`config.mk`:
```
export PLATFORM = sky130hd
export DESIGN_NAME = first_fit_block_allocator
export DESIGN_NICKNAME = d
export VERILOG_FILES = /design/src/rtl/ffba_pkg.sv /design/src/rtl/ffba_ram.sv /design/src/rtl/ffba_ctrl.sv /design/src/rtl/first_fit_block_allocator.sv
export VERILOG_INCLUDE_DIRS = /design/src /design/src/rtl
export SDC_FILE = /design/constraint.sdc
export NUM_CORES = 2
export LEC_CHECK = 0
export BUFFER_PORTS_ARGS = -buffer_cell sky130_fd_sc_hd__buf_4
export CAP_MARGIN = 20
export CORE_UTILIZATION = 39
export CTS_CLUSTER_SIZE = 20
export DETAILED_ROUTE_END_ITERATION = 12
export PLACE_DENSITY = 0.59
export SLEW_MARGIN = 30
export SYNTH_ARGS = -nofsm -noshare
export SYNTH_HDL_FRONTEND = slang
export SYNTH_SLANG_ARGS = --single-unit
```
`constraint.sdc`:
```
create_clock -name i_clk -period 11.42 [get_ports i_clk]
set_input_delay 2.284 -clock i_clk [delete_from_list [all_inputs] [get_ports i_clk]]
set_output_delay 2.284 -clock i_clk [all_outputs]
set_load 0.05 [all_outputs]
```
`src/rtl/first_fit_block_allocator_defines.svh`:
```
// Assertion macros for the first-fit block allocator.
`ifndef FIRST_FIT_BLOCK_ALLOCATOR_DEFINES_SVH
`define FIRST_FIT_BLOCK_ALLOCATOR_DEFINES_SVH
`ifndef SYNTHESIS
// Same-cycle implication.
`define FFBA_ASSERT_IMP(lbl, clk, rst_n, ante, cons, msg) \
    lbl: assert property (@(posedge clk) disable iff (!(rst_n)) (ante) |-> (cons)) \
        else $error(msg);
// Next-cycle implication.
`define FFBA_ASSERT_NXT(lbl, clk, rst_n, ante, cons, msg) \
    lbl: assert property (@(posedge clk) disable iff (!(rst_n)) (ante) |=> (cons)) \
        else $error(msg);
`else
`define FFBA_ASSERT_IMP(lbl, clk, rst_n, ante, cons, msg)
`define FFBA_ASSERT_NXT(lbl, clk, rst_n, ante, cons, msg)
`endif
`endif

```
`src/rtl/ffba_pkg.sv`:
```
// Package: types, constants and codes of the first-fit block allocator.
`timescale 1ns / 1ps
package ffba_pkg;

    localparam int MAX_BLOCKS   = 64;
    localparam int HEADER_BYTES = 24;
    localparam int HEAP_BYTES   = 1048576;
    localparam int CALLOC_CAP   = 1024 * 1024;

    localparam int ADDR_W = 20;
    localparam int LIM_W  = 21;
    localparam int IDX_W  = $clog2(MAX_BLOCKS);
    localparam int CNT_W  = $clog2(MAX_BLOCKS + 1);

    localparam logic [LIM_W-1:0] HEAP_LIMIT_MAX   = LIM_W'(HEAP_BYTES);
    localparam logic [LIM_W-1:0] HEAP_LIMIT_RESET = LIM_W'(1048576);

    localparam logic [1:0] OP_MALLOC  = 2'd0;
    localparam logic [1:0] OP_FREE    = 2'd1;
    localparam logic [1:0] OP_REALLOC = 2'd2;
    localparam logic [1:0] OP_CALLOC  = 2'd3;

    localparam logic [1:0] ST_OK      = 2'd0;
    localparam logic [1:0] ST_OOM     = 2'd1;
    localparam logic [1:0] ST_ZERO    = 2'd2;
    localparam logic [1:0] ST_BADFREE = 2'd3;

    typedef struct packed {
        logic [1:0]        opcode;
        logic [ADDR_W-1:0] request_size;
        logic [ADDR_W-1:0] block_address;
        logic [15:0]       element_count;
        logic [15:0]       element_bytes;
    } t_cmd;

    typedef struct packed {
        logic [ADDR_W-1:0] result_address;
        logic [1:0]        status;
    } t_rsp;

    typedef struct packed {
        logic [ADDR_W-1:0] start;
        logic [ADDR_W-1:0] length;
        logic              used;
    } t_entry;

    typedef struct packed {
        logic             we;
        logic [IDX_W-1:0] waddr;
        t_entry           wdata;
        logic [IDX_W-1:0] raddr;
    } t_ram_req;

    typedef enum logic [2:0] {
        S_IDLE,
        S_CALC,
        S_FIND,
        S_FIT,
        S_FREE_OLD
    } t_state;

endpackage

```
`src/rtl/ffba_ram.sv`:
```
// Block table memory: one write port, one registered read port.
`timescale 1ns / 1ps
module ffba_ram
    import ffba_pkg::*;
(
    input  logic     i_clk,
    input  t_ram_req i_req,
    output t_entry   o_rdata
);

    t_entry r_mem [MAX_BLOCKS];
    t_entry r_rdata;

    always_ff @(posedge i_clk) begin
        if (i_req.we) begin
            r_mem[i_req.waddr] <= i_req.wdata;
        end
        r_rdata <= r_mem[i_req.raddr];
    end

    assign o_rdata = r_rdata;

endmodule

```
`src/rtl/ffba_ctrl.sv`:
```
// Request sequencer: table scans, append, realloc release and result register.
`timescale 1ns / 1ps
module ffba_ctrl
    import ffba_pkg::*;
(
    input  logic             i_clk,
    input  logic             i_rst_n,
    input  logic             i_start,
    input  t_cmd             i_cmd,
    input  logic [LIM_W-1:0] i_limit,
    output logic             o_busy,
    output logic             o_done,
    output t_rsp             o_rsp,
    output t_ram_req         o_ram_req,
    input  t_entry           i_rdata
);

    localparam logic [LIM_W-1:0] HDR   = LIM_W'(HEADER_BYTES);
    localparam logic [LIM_W:0]   HDR_X = (LIM_W + 1)'(HEADER_BYTES);
    localparam logic [CNT_W-1:0] MAX_C = CNT_W'(MAX_BLOCKS);
    localparam logic [31:0]      CAP   = 32'(CALLOC_CAP);

    t_state            r_state, n_state;
    logic [1:0]        r_op, n_op;
    logic [LIM_W-1:0]  r_size, n_size;
    logic [ADDR_W-1:0] r_addr, n_addr;
    logic [31:0]       r_prod, n_prod;
    logic [CNT_W-1:0]  r_ptr, n_ptr;
    logic              r_chk_vld, n_chk_vld;
    logic [IDX_W-1:0]  r_chk_idx, n_chk_idx;
    logic [CNT_W-1:0]  r_total, n_total;
    logic [LIM_W-1:0]  r_break, n_break;
    logic [IDX_W-1:0]  r_old_idx, n_old_idx;
    t_entry            r_old_ent, n_old_ent;
    t_rsp              r_res, n_res;
    logic              r_done, n_done;

    logic              scan_more, scan_end, fit_hit, find_hit, app_fail, free_old;
    logic [LIM_W:0]    app_end;
    logic [LIM_W-1:0]  hit_payload, brk_payload;

    always_ff @(posedge i_clk) begin
        if (!i_rst_n) begin
            r_state   <= S_IDLE;
            r_chk_vld <= 1'b0;
            r_total   <= '0;
            r_break   <= '0;
            r_done    <= 1'b0;
            r_ptr     <= '0;
        end else begin
            r_state   <= n_state;
            r_chk_vld <= n_chk_vld;
            r_total   <= n_total;
            r_break   <= n_break;
            r_done    <= n_done;
            r_ptr     <= n_ptr;
        end
    end

    always_ff @(posedge i_clk) begin
        r_op      <= n_op;
        r_size    <= n_size;
        r_addr    <= n_addr;
        r_prod    <= n_prod;
        r_chk_idx <= n_chk_idx;
        r_old_idx <= n_old_idx;
        r_old_ent <= n_old_ent;
        r_res     <= n_res;
    end

    assign scan_more   = (r_ptr < r_total);
    assign scan_end    = !r_chk_vld && !scan_more;
    assign fit_hit     = r_chk_vld && !i_rdata.used && ({1'b0, i_rdata.length} >= r_size);
    assign hit_payload = {1'b0, i_rdata.start} + HDR;
    assign find_hit    = r_chk_vld && (hit_payload == {1'b0, r_addr});
    assign brk_payload = r_break + HDR;
    assign app_end     = {1'b0, r_break} + HDR_X + {1'b0, r_size};
    assign app_fail    = (r_total >= MAX_C) || (app_end > {1'b0, i_limit});
    assign free_old    = (r_op == OP_REALLOC) && (r_addr != '0);

    always_comb begin
        n_state   = r_state;
        n_op      = r_op;
        n_size    = r_size;
        n_addr    = r_addr;
        n_prod    = r_prod;
        n_ptr     = r_ptr;
        n_chk_vld = 1'b0;
        n_chk_idx = r_chk_idx;
        n_total   = r_total;
        n_break   = r_break;
        n_old_idx = r_old_idx;
        n_old_ent = r_old_ent;
        n_res     = r_res;
        n_done    = 1'b0;

        o_ram_req.we    = 1'b0;
        o_ram_req.waddr = r_chk_idx;
        o_ram_req.wdata = '{start: i_rdata.start, length: i_rdata.length, used: 1'b1};
        o_ram_req.raddr = r_ptr[IDX_W-1:0];

        // issue the next table read while scanning
        if ((r_state == S_FIND || r_state == S_FIT) && scan_more) begin
            n_ptr     = r_ptr + 1'b1;
            n_chk_vld = 1'b1;
            n_chk_idx = r_ptr[IDX_W-1:0];
        end

        unique case (r_state)
            S_IDLE: begin
                n_ptr = '0;
                if (i_start) begin
                    n_op   = i_cmd.opcode;
                    n_size = {1'b0, i_cmd.request_size};
                    n_addr = i_cmd.block_address;
                    n_prod = {16'b0, i_cmd.element_count} * {16'b0, i_cmd.element_bytes};
                    n_res  = '{result_address: '0, status: ST_OK};
                    case (i_cmd.opcode)
                        OP_MALLOC: begin
                            if (i_cmd.request_size == '0) begin
                                n_res.status = ST_ZERO;
                                n_done       = 1'b1;
                            end else begin
                                n_state = S_FIT;
                            end
                        end
                        OP_FREE: begin
                            if (i_cmd.block_address == '0) begin
                                n_done = 1'b1;
                            end else begin
                                n_state = S_FIND;
                            end
                        end
                        OP_REALLOC: begin
                            if (i_cmd.block_address != '0) begin
                                n_state = S_FIND;
                            end else if (i_cmd.request_size == '0) begin
                                n_res.status = ST_ZERO;
                                n_done       = 1'b1;
                            end else begin
                                n_state = S_FIT;
                            end
                        end
                        default: begin
                            n_state = S_CALC;
                        end
                    endcase
                end
            end
            S_CALC: begin
                if (r_prod > CAP) begin
                    n_res.status = ST_OOM;
                    n_done       = 1'b1;
                    n_state      = S_IDLE;
                end else if (r_prod == '0) begin
                    n_res.status = ST_ZERO;
                    n_done       = 1'b1;
                    n_state      = S_IDLE;
                end else begin
                    n_size  = r_prod[LIM_W-1:0];
                    n_state = S_FIT;
                end
            end
            S_FIND: begin
                if (find_hit) begin
                    n_chk_vld = 1'b0;
                    n_ptr     = '0;
                    if (!i_rdata.used) begin
                        n_res.status = ST_BADFREE;
                        n_done       = 1'b1;
                        n_state      = S_IDLE;
                    end else if (r_op == OP_FREE) begin
                        o_ram_req.we         = 1'b1;
                        o_ram_req.wdata.used = 1'b0;
                        n_done               = 1'b1;
                        n_state              = S_IDLE;
                    end else if ({1'b0, i_rdata.length} >= r_size) begin
                        n_res.result_address = r_addr;
                        n_done               = 1'b1;
                        n_state              = S_IDLE;
                    end else begin
                        // hold the old block until the new one is granted
                        n_old_idx = r_chk_idx;
                        n_old_ent = i_rdata;
                        n_state   = S_FIT;
                    end
                end else if (scan_end) begin
                    n_res.status = ST_BADFREE;
                    n_done       = 1'b1;
                    n_state      = S_IDLE;
                end
            end
            S_FIT: begin
                if (fit_hit) begin
                    n_chk_vld            = 1'b0;
                    o_ram_req.we         = 1'b1;
                    n_res.result_address = hit_payload[ADDR_W-1:0];
                    if (free_old) begin
                        n_state = S_FREE_OLD;
                    end else begin
                        n_done  = 1'b1;
                        n_state = S_IDLE;
                    end
                end else if (scan_end) begin
                    if (app_fail) begin
                        n_res.status = ST_OOM;
                        n_done       = 1'b1;
                        n_state      = S_IDLE;
                    end else begin
                        // append at the break
                        o_ram_req.we         = 1'b1;
                        o_ram_req.waddr      = r_total[IDX_W-1:0];
                        o_ram_req.wdata      = '{start: r_break[ADDR_W-1:0],
                                                 length: r_size[ADDR_W-1:0],
                                                 used: 1'b1};
                        n_res.result_address = brk_payload[ADDR_W-1:0];
                        n_total              = r_total + 1'b1;
                        n_break              = app_end[LIM_W-1:0];
                        if (free_old) begin
                            n_state = S_FREE_OLD;
                        end else begin
                            n_done  = 1'b1;
                            n_state = S_IDLE;
                        end
                    end
                end
            end
            S_FREE_OLD: begin
                o_ram_req.we    = 1'b1;
                o_ram_req.waddr = r_old_idx;
                o_ram_req.wdata = '{start: r_old_ent.start, length: r_old_ent.length,
                                    used: 1'b0};
                n_done          = 1'b1;
                n_state         = S_IDLE;
            end
            default: begin
                n_state = S_IDLE;
            end
        endcase
    end

    assign o_busy = (r_state != S_IDLE);
    assign o_done = r_done;
    assign o_rsp  = r_res;

endmodule

```
`src/rtl/first_fit_block_allocator.sv`:
```
// Top level of the first-fit block allocator: limit register, sequencer and table memory.
//
// Channel   Direction  Handshake              Payload
// command   in         start high, busy low   i_cmd (t_cmd)
// result    out        o_done, one cycle      o_rsp (t_rsp)
// config    in         i_cfg_we               i_cfg_wdata (heap limit)
//
// A beat with nothing to look up (zero-size malloc or realloc of address 0, free of
// address 0) answers in the cycle after it is taken. Calloc first checks the product
// in its own state. Each table walk reads one entry a cycle through the single
// registered read port of the table memory; realloc may walk the table twice, once to
// find the old block and once to fit the new one, and then releases the old block.
// Synchronous active-low reset empties the table and the break and sets the limit to
// 1 MiB; the table memory itself is not cleared. The receiver cannot stall: each
// result is shown for exactly one cycle, and busy drops in that same cycle.
`timescale 1ns / 1ps
`include "first_fit_block_allocator_defines.svh"
module first_fit_block_allocator
    import ffba_pkg::*;
(
    input  logic             i_clk,
    input  logic             i_rst_n,
    input  logic             start,
    output logic             busy,
    input  t_cmd             i_cmd,
    output logic             o_done,
    output t_rsp             o_rsp,
    input  logic             i_cfg_we,
    input  logic [LIM_W-1:0] i_cfg_wdata
);

    logic [LIM_W-1:0] r_heap_limit;
    logic [LIM_W-1:0] eff_limit;
    t_ram_req         ram_req;
    t_entry           ram_rdata;

    // heap limit register; write it only while idle, the block itself does not enforce this
    always_ff @(posedge i_clk) begin
        if (!i_rst_n) begin
            r_heap_limit <= HEAP_LIMIT_RESET;
        end else if (i_cfg_we) begin
            r_heap_limit <= i_cfg_wdata;
        end
    end

    // clamp the limit to the physical heap size
    assign eff_limit = (r_heap_limit < HEAP_LIMIT_MAX) ? r_heap_limit : HEAP_LIMIT_MAX;

    // sequencer: scans, append, release of the old block on realloc
    ffba_ctrl u_ctrl (
        .i_clk     (i_clk),
        .i_rst_n   (i_rst_n),
        .i_start   (start),
        .i_cmd     (i_cmd),
        .i_limit   (eff_limit),
        .o_busy    (busy),
        .o_done    (o_done),
        .o_rsp     (o_rsp),
        .o_ram_req (ram_req),
        .i_rdata   (ram_rdata)
    );

    // block table: start, length and used mark per entry. Accesses never overlap:
    // every write lands after the scans of its own beat, and the next beat starts later.
    ffba_ram u_ram (
        .i_clk   (i_clk),
        .i_req   (ram_req),
        .o_rdata (ram_rdata)
    );

    `FFBA_ASSERT_NXT(a_accept_progress, i_clk, i_rst_n, start && !busy, busy || o_done, "beat taken without work or result")
    `FFBA_ASSERT_IMP(a_done_idle, i_clk, i_rst_n, o_done, !busy, "result shown while busy")
    `FFBA_ASSERT_NXT(a_done_single, i_clk, i_rst_n, o_done && !start, !o_done, "result repeated")
    `FFBA_ASSERT_IMP(a_fail_zero_addr, i_clk, i_rst_n, o_done && (o_rsp.status != ST_OK), o_rsp.result_address == '0, "failed beat carries an address")

endmodule

```
==> After elaboration in Yosys (flattened, before gate mapping) <==
Memories as Yosys holds them, arrays and structs flattened. A register that Yosys moved wholly into a read port is not among the register bits.
Cells that the tools add are included.
{ "classes": {"order_cmp": 6, "add_sub_neg": 6, "n_reduce_logical": 29, "bitwise_logic": 4, "eq_ne": 25, "mul": 1, "muxes": 81} }
{ "op_table": {"columns": ["op", "count"], "rows": [
  ["two-way mux 20 bit", 6],
  ["two-way mux 48 bit", 2],
  ["one-hot mux 46 bit (2 select lines)", 1],
  ["two-way mux 21 bit", 4],
  ["one-hot mux 20 bit (3 select lines)", 1],
  ["two-way mux 47 bit", 1],
  ["two-way mux 22 bit", 2],
  ["one-hot mux 21 bit (2 select lines)", 1],
  ["zero test 20 bit", 2],
  ["nonzero test 20 bit", 2],
  ["two-way mux 3 bit", 12],
  ["> comparator 32 x 21 -> 1 bit (second input constant)", 1],
  ["zero test 32 bit", 1],
  ["multiplier 16 x 16 -> 32 bit", 1],
  ["two-way mux 1 bit", 27],
  ["two-way mux 2 bit", 12],
  ["adder 21 x 5 -> 22 bit (second input constant)", 1],
  ["adder 22 x 21 -> 22 bit", 1],
  ["> comparator 22 x 21 -> 1 bit", 1],
  ["adder 20 x 5 -> 21 bit (second input constant)", 1],
  ["equality test 21 x 20 -> 1 bit", 1],
  ["greater-or-equal comparator 20 x 21 -> 1 bit", 1],
  ["< comparator 21 bit (second input constant)", 1],
  ["adder 20 x 5 -> 20 bit (second input constant)", 1],
  ["35 further kinds", 68]
]} }
{ "totals": {"inputBits": 99, "out_inout_bits": 24, "ff_bits": 210, "ramBits": 2624, "word_cells": 170, "memories": 1} }
{ "memory_table": {"columns": ["name", "depth", "width", "read_ports", "rd_ports_with_merged_regs", "wr", "line", "rtl"], "rows": [
  ["u_ram.r_mem", 64, 41, 1, 1, 1, "ffba_ram.sv:11", "t_entry r_mem [MAX_BLOCKS];"]
]} }

==> Longest topological paths before layout <==
{ "logic_depth": {"ltp_word": 10, "mapped_depth": 25, "depth_no_buf": 24} }

==> Hierarchy <==
Synthesis repeated with hierarchy kept, for this count alone.
{ "hier_totals": {"cells_unflattened": 6374, "area_unflattened_um2": 121212.5} }
{ "by_module_without_submodules": {"columns": ["mod", "cells_each", "seq_area_each_um2", "n_inst", "area_each_um2"], "rows": [
  ["ffba_ram", 4216, 79616.4, 1, 100405.0],
  ["ffba_ctrl", 2068, 5275.1, 1, 19844.0],
  ["first_fit_block_allocator", 90, 420.4, 1, 963.4]
]} }

==> Least setup slack after synthesis <==
OpenSTA, ideal clock, no wires.
{ "synth_path": {"path_type": "input -> register", "startpoint": "in i_cmd[28] (netlist name)", "endpoint": "reg u_ctrl.r_prod[29], data pin", "cell_stages": 23, "required_time_ps": 11155, "path_buffers": 1, "setup_time_ps": 265, "arrival_time_ps": 7922, "setup_slack_ps": 3233, "path_cell_list": "clkbuf_1 nand2_1 fa_1 inv_1 fa_1 inv_1 fa_1 inv_1 fa_1 inv_1 fa_1 inv_1 fa_1 ha_1 o21a_1 nor2_1 or4b_2 o21ai_0 nand4_1 a31oi_1 a21oi_1 o21ai_0 xor2_1"} }
{ "synth_between": {"elab_chain_cells": 1} }
{ "synth_rtl": {"columns": ["item", "line", "rtl"], "rows": [
  ["start, declared", "first_fit_block_allocator.sv:25", "input t_cmd i_cmd,"],
  ["multiplier 16 x 16 -> 32 bit", "ffba_ctrl.sv:116", "n_prod = {16'b0, i_cmd.element_count} * {16'b0, i_cmd.element_bytes};"],
  ["end signal, assigned", "ffba_ctrl.sv:64", "r_prod <= n_prod;"],
  ["end, declared", "ffba_ctrl.sv:27", "logic [31:0] r_prod, n_prod;"]
]} }
Every way passes these cells.
A chain may end at the register's enable or synchronous reset.

==> Worst setup path in the final report <==
{ "layout_path": {"startpoint": "reg u_ctrl.r_break[3]", "endpoint": "mem u_ram.r_mem[57][9] (netlist name), enable pin"} }
{ "layout_between": {"elab_chain_cells": 10, "elab_cells_between_ends": 12, "cone_classes": "2 x add/sub; 1 x order compare; 8 x mux; 1 x reduce/logical"} }
{ "layout_rtl": {"columns": ["item", "line", "rtl"], "rows": [
  ["start, declared", "ffba_ctrl.sv:32", "logic [LIM_W-1:0] r_break, n_break;"],
  ["start signal, assigned", "ffba_ctrl.sv:54", "r_break <= n_break;"],
  ["adder 21 x 5 -> 22 bit (*)", "ffba_ctrl.sv:77", "assign app_end = {1'b0, r_break} + HDR_X + {1'b0, r_size};"],
  ["adder 22 x 21 -> 22 bit (*)", "ffba_ctrl.sv:77", null],
  ["named net u_ctrl.app_end[19]", "ffba_ctrl.sv:39", "logic [LIM_W:0] app_end;"],
  ["> comparator 22 x 21 -> 1 bit (*)", "ffba_ctrl.sv:78", "assign app_fail = (r_total >= MAX_C) || (app_end > {1'b0, i_limit});"],
  ["logical OR 1 bit (*)", "ffba_ctrl.sv:78", null],
  ["two-way mux 48 bit (*)", "ffba_ctrl.sv:205", "if (app_fail) begin"],
  ["two-way mux 48 bit (*)", "ffba_ctrl.sv:204", "end else if (scan_end) begin"],
  ["two-way mux 1 bit", "ffba_ctrl.sv:194", "if (fit_hit) begin"],
  ["one-hot mux 1 bit (3 select lines)", "ffba_ctrl.sv:109", "unique case (r_state)"],
  ["two-way mux 1 bit", "ffba_ram.sv:15", "if (i_req.we) begin"],
  ["two-way mux 1 bit (not written as such)", "ffba_ram.sv:16", "r_mem[i_req.waddr] <= i_req.wdata;"],
  ["end, declared", "ffba_ram.sv:11", null]
]} }
Mark *: on every way through the listed nets, which the timed path passes. The rest lies on a longest branch.

==> results.sh <==
export IMPL_fin_util=0.4459
export IMPL_max_freq_mhz=116.5
export IMPL_power_leakage_nw=44.08
export IMPL_path_cells="inv_1 > ha_1 > inv_1 > ha_1 > nor2b_1 > o31ai_1 > a211o_1 > nand2_1 > a21oi_1 > o31ai_1 > o41ai_1 > xnor2_1 > ha_1 > nand4_1 > nor4_1 > o311ai_0 > and4b_1 > a21oi_2 > a2111o_1 > nand2_1 > a211oi_4 > nand2_1 > nor2_4 > buf_4"
export IMPL_timing_final_crit_share=0.7517
export IMPL_drv_cap=0
export IMPL_first_iter_violations=6620
export IMPL_die_width_microns=558.7
export IMPL_top_layer_used="met5"
export IMPL_dpl_instance_area_sq_mm=0.1279
export IMPL_slew_headroom=0.2720
export IMPL_rows=204
export IMPL_startpoint_type="flip-flop"
export IMPL_worstHoldStart="u_ram.o_rdata[20]$_DFF_P_"
export IMPL_critPathMaxFanout=26
export IMPL_fin_crit_ns=8.584
export IMPL_grt_ovfl_total=0
export IMPL_synthFlopType="edfxtp_1"
export IMPL_htreeDepth=5
export IMPL_fp_dieH_microns=558.7
export IMPL_fp_dieArea_sq_mm=0.3122
export IMPL_cts_buffers=304
export IMPL_critical_path_class="reg2reg"
export IMPL_finalHoldViolCount=0
export IMPL_ys_types=75
export IMPL_wirelength_mm=303.6
export IMPL_maxSlewViolCount=0
export IMPL_globalRouteTotalUtil=0.1942
export IMPL_synth_seq_cells=2875
export IMPL_placed_cells=10140
export IMPL_clkSinkCount=2875
export IMPL_synthesis_nets=6529
export IMPL_wl_per_cell_microns=28.42
export IMPL_status="finished clean"
export IMPL_r2r_worst_path_cells=24
export IMPL_r2r_setup_slack_ns=2.84
export IMPL_postRouteAntennaNets=0
export IMPL_yosysMostFrequentCell="edfxtp_1"
export IMPL_cts_resized=0
export IMPL_dp_slack_ns=2.401
export IMPL_gp_congestion=0.8457
export IMPL_clk_pin_slew_ns=0.06
export IMPL_skew_ns=0.07214
export IMPL_cts_tree="done"
export IMPL_drt_pass1_iterations=5
export IMPL_route_detailed_drc=0
export IMPL_avgSynthCellArea_sq_um=20.02
export IMPL_setup_viol=0
export IMPL_ys_warnings_count=0
export IMPL_cp_slowest_cell="a211oi_4"
export IMPL_hold_class="reg2reg"
export IMPL_nets=6824
export IMPL_synth_area_leaders="edfxtp_1 69%, mux4_2 16%, fa_1 3.2%"
export IMPL_cts_hold_buf=0
export IMPL_wl_met1_mm=135.2
export IMPL_synth_edf_count=2773
export IMPL_insertion_delay_ns=0.87
export IMPL_dp_hpwl_mm=191.1
export IMPL_grt_max_degree=100
export IMPL_required_ns=11.94
export IMPL_peakVddDrop_mv=0.2480
export IMPL_fillers=25990
export IMPL_yosysSeqAreaShare=0.7058
export IMPL_met2WireLength_mm=140.3
export IMPL_fp_coreArea_sq_mm=0.3086
export IMPL_fin_setup_tns_ns=0
export IMPL_post_cts_buffers=0
export IMPL_r2r_start="u_ctrl.r_break[3]$_SDFFE_PN0P_"
export IMPL_grt_pass1_wl_mm=438.8
export IMPL_setup_slack_ns=2.836
export IMPL_syn_to_final_growth_pct=13.85
export IMPL_dr_total_vias=60010
export IMPL_grt_pass1_vias=60080
export IMPL_rsz0062_at_grt="no"
export IMPL_async_reset_ff_frac=0
export IMPL_start_util=0.3917
export IMPL_crit_arrival_ns=9.10
export IMPL_postSynthCellCount=6038
export IMPL_ios=123
export IMPL_p_per_area_mw_per_mm2=182.4
export IMPL_worstHoldEndpoint="u_ctrl.r_old_ent[20]$_DFFE_PP_"
export IMPL_cts_root_buf="clkbuf_16"
export IMPL_yosys_area_top_type="edfxtp_1"
export IMPL_hold_path_depth=0
export IMPL_clockBufferDepth=4
export IMPL_layoutNonFillerInstCount=10680
export IMPL_synth_commonest_cells="2773 x edfxtp_1, 861 x mux4_2, 382 x nand2_1"
export IMPL_max_stage_delay_ns=0.89
export IMPL_end_kind="flip-flop"
export IMPL_port_buffers=122
export IMPL_tightest_slew_ns=1.092
export IMPL_met3_length_mm=21.73
export IMPL_drive_gt1_frac=0.2572
export IMPL_r2r_end="u_ram.r_mem[57][9]$_DFFE_PP_"
export IMPL_netlist_area_leader_share=0.6889
export IMPL_antenna_found_initial=25
export IMPL_post_drt_via_cell_ratio=5.617
export IMPL_synth_area_sq_mm=0.1209
export IMPL_fin_area_sq_mm=0.1376
==> cells in the final DEF (no fill, tap or decap), types with 10 or more instances in the layout <==
master     instances
dfxtp_1           96
nand4_1           21
bufinv_16         19
nor2b_1           37
clkinv_2          44
nand3_1           34
ha_1             197
o21ai_0           52
nor2_1            88
edfxtp_1        2773
xnor2_1           62
a21o_1            25
mux4_2           861
nand2b_1          10
a21boi_0          23
a21oi_1           66
clkbuf_1          68
mux2i_1           32
nor2_4            66
inv_1            303
o21a_1            11
a221o_4           11
a22oi_1           20
nand2_1          369
and2_1           129
clkbuf_16        317
nor4_1            29
and3_1            13
clkinv_1          51
xor2_1            38
fa_1             195
buf_4            259
clkbuf_8          12
nor3_1            23
==> final cells by class <==
type / count / area [sq um] / area share
timing repair buffer: 274 / 2230 / 0.01620
clock buffer: 397 / 8353 / 0.06070
tap: 4120 / 5155 / 0.03746
sequential: 2875 / 85330 / 0.6201
inverter: 303 / 1137 / 0.008265
multi-input combinational: 2575 / 34180 / 0.2484
clock inverter: 135 / 1210 / 0.008793
antenna: 4 / 10.01 / 0.00007274
==> worst max-delay path, delay by kind of cell, from the launching register on <==
kind | cells | cell delay (ns)
flip-flops | 1 | 0.46
XOR/XNOR | 1 | 0.16
AO/OA/AOI/OAI | 9 | 3.36
AND/OR/NAND/NOR | 8 | 2.77
buffers and inverters | 3 | 0.57
adder cells (fa/ha/maj) | 3 | 0.93
==> sequential cells by signal, indices dropped and copies added (netlist names) <==
name              cells
u_ctrl.r_chk_idx      6
u_ctrl.r_break       21
r_heap_limit         21
u_ram.o_rdata        41
u_ctrl.r_op           2
u_ram.r_mem        2624
u_ctrl.r_state        3
u_ctrl.r_old_ent     40
u_ctrl.r_size        21
u_ctrl.r_ptr          7
u_ctrl.r_chk_vld      1
u_ctrl.o_rsp         22
u_ctrl.r_total        7
u_ctrl.o_done         1
u_ctrl.r_prod        32
u_ctrl.r_old_idx      6
u_ctrl.r_addr        20
==> through the flow <==
stage	total power, mW	hold slack, ns
final	25.10	0.4924
after global routing	26.14	0.5162
after CTS	25.35	0.4966
after detailed placement	15.78	0.4797
after global placement	15.76	0.4660
after floorplan	14.65	0.4064
==> worst max-delay path by stage <==
stage,startpoint,to,depth (start not counted)
3_3_place_gp,u_ctrl.r_break[3]$_SDFFE_PN0P_,u_ram.r_mem[30][13]$_DFFE_PP_,24
2_1_floorplan,i_cmd[28],u_ctrl.r_prod[29]$_DFFE_PP_,23
4_1_cts,u_ctrl.r_break[3]$_SDFFE_PN0P_,u_ram.r_mem[49][12]$_DFFE_PP_,24
6_report,u_ctrl.r_break[3]$_SDFFE_PN0P_,u_ram.r_mem[57][9]$_DFFE_PP_,24
3_5_place_dp,u_ctrl.r_break[3]$_SDFFE_PN0P_,u_ram.r_mem[49][13]$_DFFE_PP_,24
5_1_grt,u_ctrl.r_break[3]$_SDFFE_PN0P_,u_ram.r_mem[6][2]$_DFFE_PP_,24
==> report_power, final <==
part / leakage [nW] / internal (mW) / switching (mW) / total (mW)
sequential: 26.0 / 11.8 / 0.0814 / 11.9
combinational: 13.4 / 1.41 / 2.20 / 3.61
clock: 4.69 / 5.58 / 4.00 / 9.58
==> metal layers <==
layer / global-route usage / vias to the layer above
li1: - / 24850
met1: 0.2918 / 32580
met3: 0.03064 / 369
met5: 0 / -
met2: 0.2975 / 2211
met4: 0.04394 / 4
==> cell families (layout without fill, tap and decap cells) <==
family / count (synthesis) / count (layout) / synth area share
XOR/XNOR: 103 / 103 / 0.007816
multiplexers: 894 / 894 / 0.1632
buffers and inverters: 588 / 1109 / 0.01831
adder cells (fa/ha/maj): 393 / 393 / 0.05277
flip-flops: 2875 / 2875 / 0.7058
AND/OR/NAND/NOR: 874 / 874 / 0.03412
other: 0 / 4 / 0
AO/OA/AOI/OAI: 311 / 311 / 0.01798
Power figures use the tool's default switching activity.
